`config.mk`:
```
export PLATFORM = sky130hd
export DESIGN_NAME = slcl_ctrl
export DESIGN_NICKNAME = d
export VERILOG_FILES = /design/src/sv/slcl_pkg.sv /design/src/sv/slcl_ctrl.sv
export SDC_FILE = /design/constraint.sdc
export NUM_CORES = 1
export LEC_CHECK = 0
export ABC_AREA = 1
export BUFFER_PORTS_ARGS = -buffer_cell sky130_fd_sc_hd__clkbuf_2
export CORE_AREA = 5 5 42 44
export CTS_BUF_LIST = sky130_fd_sc_hd__clkbuf_8 sky130_fd_sc_hd__clkbuf_16
export DETAILED_ROUTE_END_ITERATION = 8
export DIE_AREA = 0 0 47 49
export PLACE_DENSITY_LB_ADDON = 0.3
export SKIP_LAST_GASP = 1
export SYNTH_ARGS = -nofsm -noshare
export SYNTH_HDL_FRONTEND = slang
export SYNTH_SLANG_ARGS = --single-unit
```
`constraint.sdc`:
```
create_clock -name clk -period 2.2 [get_ports clk]
set_clock_uncertainty 0.2 [all_clocks]
set_input_delay 0.22 -clock clk [delete_from_list [all_inputs] [get_ports clk]]
set_output_delay 0.22 -clock clk [all_outputs]
set_load 0.1 [all_outputs]
```
`src/sv/slcl_pkg.sv`:
```
// Shared types and constants for the set-associative LRU cache lookup block.
// Used by the controller, the datapath and the top level; depends on nothing.
package slcl_pkg;

    localparam int CFG_IDX_W    = 2;
    localparam int CFG_DATA_W   = 5;
    localparam int SET_BITS_W   = 4;
    localparam int BLOCK_BITS_W = 5;
    localparam int WAYS_W       = 4;
    localparam int TOTAL_W      = 32;
    localparam int OUTCOME_W    = 2;

    localparam logic [CFG_IDX_W-1:0] CFG_SET_BITS   = 2'd0;
    localparam logic [CFG_IDX_W-1:0] CFG_BLOCK_BITS = 2'd1;
    localparam logic [CFG_IDX_W-1:0] CFG_WAYS       = 2'd2;

    localparam logic [SET_BITS_W-1:0]   SET_BITS_RESET   = 4'd1;
    localparam logic [BLOCK_BITS_W-1:0] BLOCK_BITS_RESET = 5'd4;
    localparam logic [WAYS_W-1:0]       WAYS_RESET       = 4'd1;

    localparam logic [OUTCOME_W-1:0] OUTCOME_HIT   = 2'd0;
    localparam logic [OUTCOME_W-1:0] OUTCOME_FILL  = 2'd1;
    localparam logic [OUTCOME_W-1:0] OUTCOME_EVICT = 2'd2;

    localparam logic [TOTAL_W-1:0] TOTAL_MAX = 32'hFFFF_FFFF;

    typedef struct packed {
        logic clear_step;
        logic accept;
        logic update;
    } dp_cmd_t;

    typedef struct packed {
        logic clear_last;
        logic out_free;
    } dp_status_t;

endpackage

```
`src/sv/slcl_ctrl.sv`:
```
// Controller state machine: clearing pass, input acceptance and update sequencing.
// Depends on slcl_pkg for the command and status structs.
module slcl_ctrl (
    input  logic                clk,
    input  logic                rst_n,
    input  logic                in_valid,
    output logic                in_ready,
    output slcl_pkg::dp_cmd_t   cmd,
    input  slcl_pkg::dp_status_t status
);

    typedef enum logic [2:0] {
        ST_CLEAR  = 3'b001,
        ST_IDLE   = 3'b010,
        ST_UPDATE = 3'b100
    } ctrl_state_t;

    ctrl_state_t state_reg;
    ctrl_state_t state_next;

    always_ff @(posedge clk or negedge rst_n)
    begin
        if (!rst_n)
        begin
            state_reg <= ST_CLEAR;
        end
        else
        begin
            state_reg <= state_next;
        end
    end

    always_comb
    begin
        state_next     = state_reg;
        in_ready       = 1'b0;
        cmd.clear_step = 1'b0;
        cmd.accept     = 1'b0;
        cmd.update     = 1'b0;
        case (state_reg)
            ST_CLEAR:
            begin
                cmd.clear_step = 1'b1;
                if (status.clear_last)
                begin
                    state_next = ST_IDLE;
                end
            end
            ST_IDLE:
            begin
                in_ready = 1'b1;
                if (in_valid)
                begin
                    cmd.accept = 1'b1;
                    state_next = ST_UPDATE;
                end
            end
            ST_UPDATE:
            begin
                if (status.out_free)
                begin
                    cmd.update = 1'b1;
                    state_next = ST_IDLE;
                end
            end
            default:
            begin
                state_next = ST_IDLE;
            end
        endcase
    end

endmodule

```
* Yosys cells after proc, flatten, opt, wreduce, memory -nomap -nowiden
Cells that the tools add are included.
Word-level totals: bits in registers 3, output and inout port bits 4, logic and storage cells 18
Cells by class: mux-type cells 10, reductions and logical operators 1, eq/ne operators 6
Operators by type and width (number):
- 3-bit two-way mux | 3
- 3-bit one-hot mux with 3 select lines | 1
- 1-bit two-way mux | 6
- 2-bit inequality test, second input constant | 3
- 3-bit by 1-bit == test with 1-bit output, second input constant | 1
- 3-bit by 2-bit == test with 1-bit output, second input constant | 1
- 3-bit == test, second input constant | 1
- 3-bit AND reduction | 1

* Logic depth before layout (Yosys ltp)
depth in word-level cells 3, mapped depth 4, depth with buffers taken out 4

* Worst setup path before layout
Ideal clock, no wire load.
path type register -> output, start reg state_reg[1], end out cmd[0] in the netlist's numbering, data arrival time 1.821 ns, path buffers 0, setup slack -0.041 ns, cell stages (with the launch flop) 4, data required time 1.780 ns, cell sequence dfrtp_1 -> nor2_1 -> nand2_1 -> nor2_1
RTL lines:
- start, declared | line slcl_ctrl.sv:18 | ctrl_state_t state_reg;
- start signal, assigned | line slcl_ctrl.sv:29 | state_reg <= state_next;
- end, declared | line slcl_ctrl.sv:8 | output slcl_pkg::dp_cmd_t cmd,

==> summary.txt <==
Run status
  • Outcome: completed

STA
  • Max-slew headroom: 63.8%
  • WHS: 0.0576 ns
  • Setup-failing EPs final: 0
  • Final min period: about 1.8 ns
  • RSZ-0062 raised after global routing: false
  • Setup WS post-layout: 0.425 ns
  • Setup TNS: 0 ns
  • Endpoints failing hold: 0
  • Slew at the pin closest to its max-slew limit: ~0.54 ns
  • Fmax: between 500 and 600 MHz
  • Fin. max-slew vios: 0
  • Fin crit share: about four fifths

Placed design
  • Placed inst area: 229 µm²
  • GPL Wtd Cong: 0.654
  • Post-DP HPWL: between 300 and 400 µm
  • Port buffer count: 8
  • Post-place setup slack: roughly 0.64 ns

Die
  • Row Count: 14
  • Num ports: 9
  • Die H: just under 50 µm
  • Starting Density: between 10% and 20%
  • Core area: approximately 1400 µm²
  • Die Span X: approximately 47 µm
  • Die ar.: 2300 µm²

Min path
  • Hold Crit Class: in -> reg

Layout
  • N_diodes: 0
  • Final net count: between 40 and 50
  • Max FFs per register: 3
  • Layout cells sized above 1: 44.4%
  • Area grow syn2layout: 70.7%
  • Core Util, Final: around 20%
  • Final instance area: approximately 280 µm²

Clock network
  • Root Driver: clkbuf_8
  • Clock sinks: 3
  • H-tree depth: 1
  • TritonCTS buffer count: 3
  • Clock Tree Buf Depth: 2
  • CTS Hold Bufs: 1
  • Clock Latency Late Sink: roughly 0.21 ns
  • Clock Pin Slew Worst Setup and Hold Paths: around 0.030 ns
  • Post_cts resized: 0
  • CTS tree: built
  • Post-CTS Setup Inserts: 0

Global route
  • GRT overflow: 0
  • Vias in the first global route: 186
  • Antenna violations before repair: 0
  • First-pass GRT wire length: just under 700 µm
  • Largest net degree at the start of global routing: 5
  • Gr usage total: between 4 and 5%

Detailed routing
  • # DRC: 0
  • WL final: approximately 390 µm
  • Number of routed nets with antenna violations: 0
  • First drt pass iteration count: 4
  • DR vias/cell: roughly 3.2
  • Vias: between 150 and 200
  • First-iteration detailed-routing DRC count: 3
  • WL/cell: 7.40 µm

Worst setup path
  • Req. time, crit path: approximately 1.8 ns
  • Crit-path max FO: 3
  • Worst setup EP type: output pin
  • Critical path launch point type: flop
  • WS Path Type: reg -> out
  • Arr. time, crit path: between 1 and 1.5 ns

Run
  • Number of max-cap violations: 0

Pwr
  • PD cells: 1310 nW/µm²
  • Lkg Pwr: 0.173 nW
  • Peak VDD IR: 0.303 mV

Logic synthesis
  • Post-synth cell types: 9
  • Syn avg cell area: 7.24 µm²
  • Synth area leaders: dfrtp_1 30%, inv_1 18%, dfstp_2 16%
  • Dominant cell type by area after synthesis: dfrtp_1
  • Mapped Cells: 23
  • Net count after synthesis: 28
  • Post-synth design cell area: approximately 170 µm²
  • Syn. warnings: 0
  • Register area share after synthesis: a little under half
  • FF+latch count, synth: 3
  • Yosys top cell area share: a little under a third
-- final timing paths --
| kind | depth (start not counted) | start | endpoint | slack (ns) |
|---|---|---|---|---|
| min | 4 | status[1] | state_reg[0]$_DFFE_PN1P_ | 0.06 |
| min reg2reg | 2 | state_reg[0]$_DFFE_PN1P_ | state_reg[0]$_DFFE_PN1P_ | 0.33 |
| min in group asynchronous | 2 | rst_n | state_reg[2]$_DFFE_PN0P_ | 0.14 |
| max | 4 | state_reg[1]$_DFFE_PN0P_ | cmd[0] | 0.43 |
| max reg2reg | 4 | state_reg[2]$_DFFE_PN0P_ | state_reg[1]$_DFFE_PN0P_ | 1.10 |
| max in group asynchronous | 2 | rst_n | state_reg[0]$_DFFE_PN1P_ | 1.47 |
-- per-stage QoR --
step / cells / total power [mW]
6_report: 52 / 0.371
5_1_grt: 52 / 0.389
4_1_cts: 52 / 0.378
3_5_place_dp: 47 / 0.216
3_3_place_gp: 47 / 0.217
2_1_floorplan: 23 / 0.195
-- where the power goes --
part,switching (mW),leakage (nW),total [mW],internal [mW]
logic,0.117,0.113,0.141,0.0249
registers,0.00909,0.0335,0.0741,0.0650
clock network,0.0366,0.0269,0.155,0.119
-- cells by family after synthesis --
family	share of synthesized area (%)
compound gates	3.00
simple gates	33.1
flops	45.9
buf+inv	18.0
-- cells in the final DEF, fill, tap and decap left out, drive strengths merged --
master       count
o21ai            1
nand2            3
dfrtp            2
dlygate4sd3      1
clkbuf          11
nor2             5
inv              9
dfstp            1
nand3            3
-- metal layers --
| layer | up-vias | track usage, % | share of wire (%) |
|---|---|---|---|
| li1 | 91 | - | - |
| met1 | 67 | 4.20 | 37 |
| met2 | 6 | 5.88 | 50 |
| met3 | 2 | 2.58 | 9.4 |
| met4 | 0 | 5.53 | 2.6 |
| met5 | - | 0 | 0 |
-- synth_stat cells --
cell type and n:
inv_1 8, nand2_1 3, nor2_1 3, dfrtp_1 2, nand3_1 2, nor2_2 2, dfstp_2 1, nand3_2 1
o21ai_1 1
-- critical path: stages (launching register included) --
cell      delay, ns
dfrtp_1        0.39
nor2_1         0.14
nand2_1        0.08
nor2_2         0.07
clkbuf_2       0.45
-- cell type report --
cell class / count / area, µm²
Tap cell: 16 / 20.0
Multi-Input combinational cell: 12 / 62.6
Clock buffer: 3 / 41.3
Inverter: 8 / 30.0
Sequential cell: 3 / 76.3
Fill cell: 170 / 1120
Clock inverter: 1 / 3.75
Timing Repair Buffer: 9 / 50.0
Power figures use the tool's default switching activity.
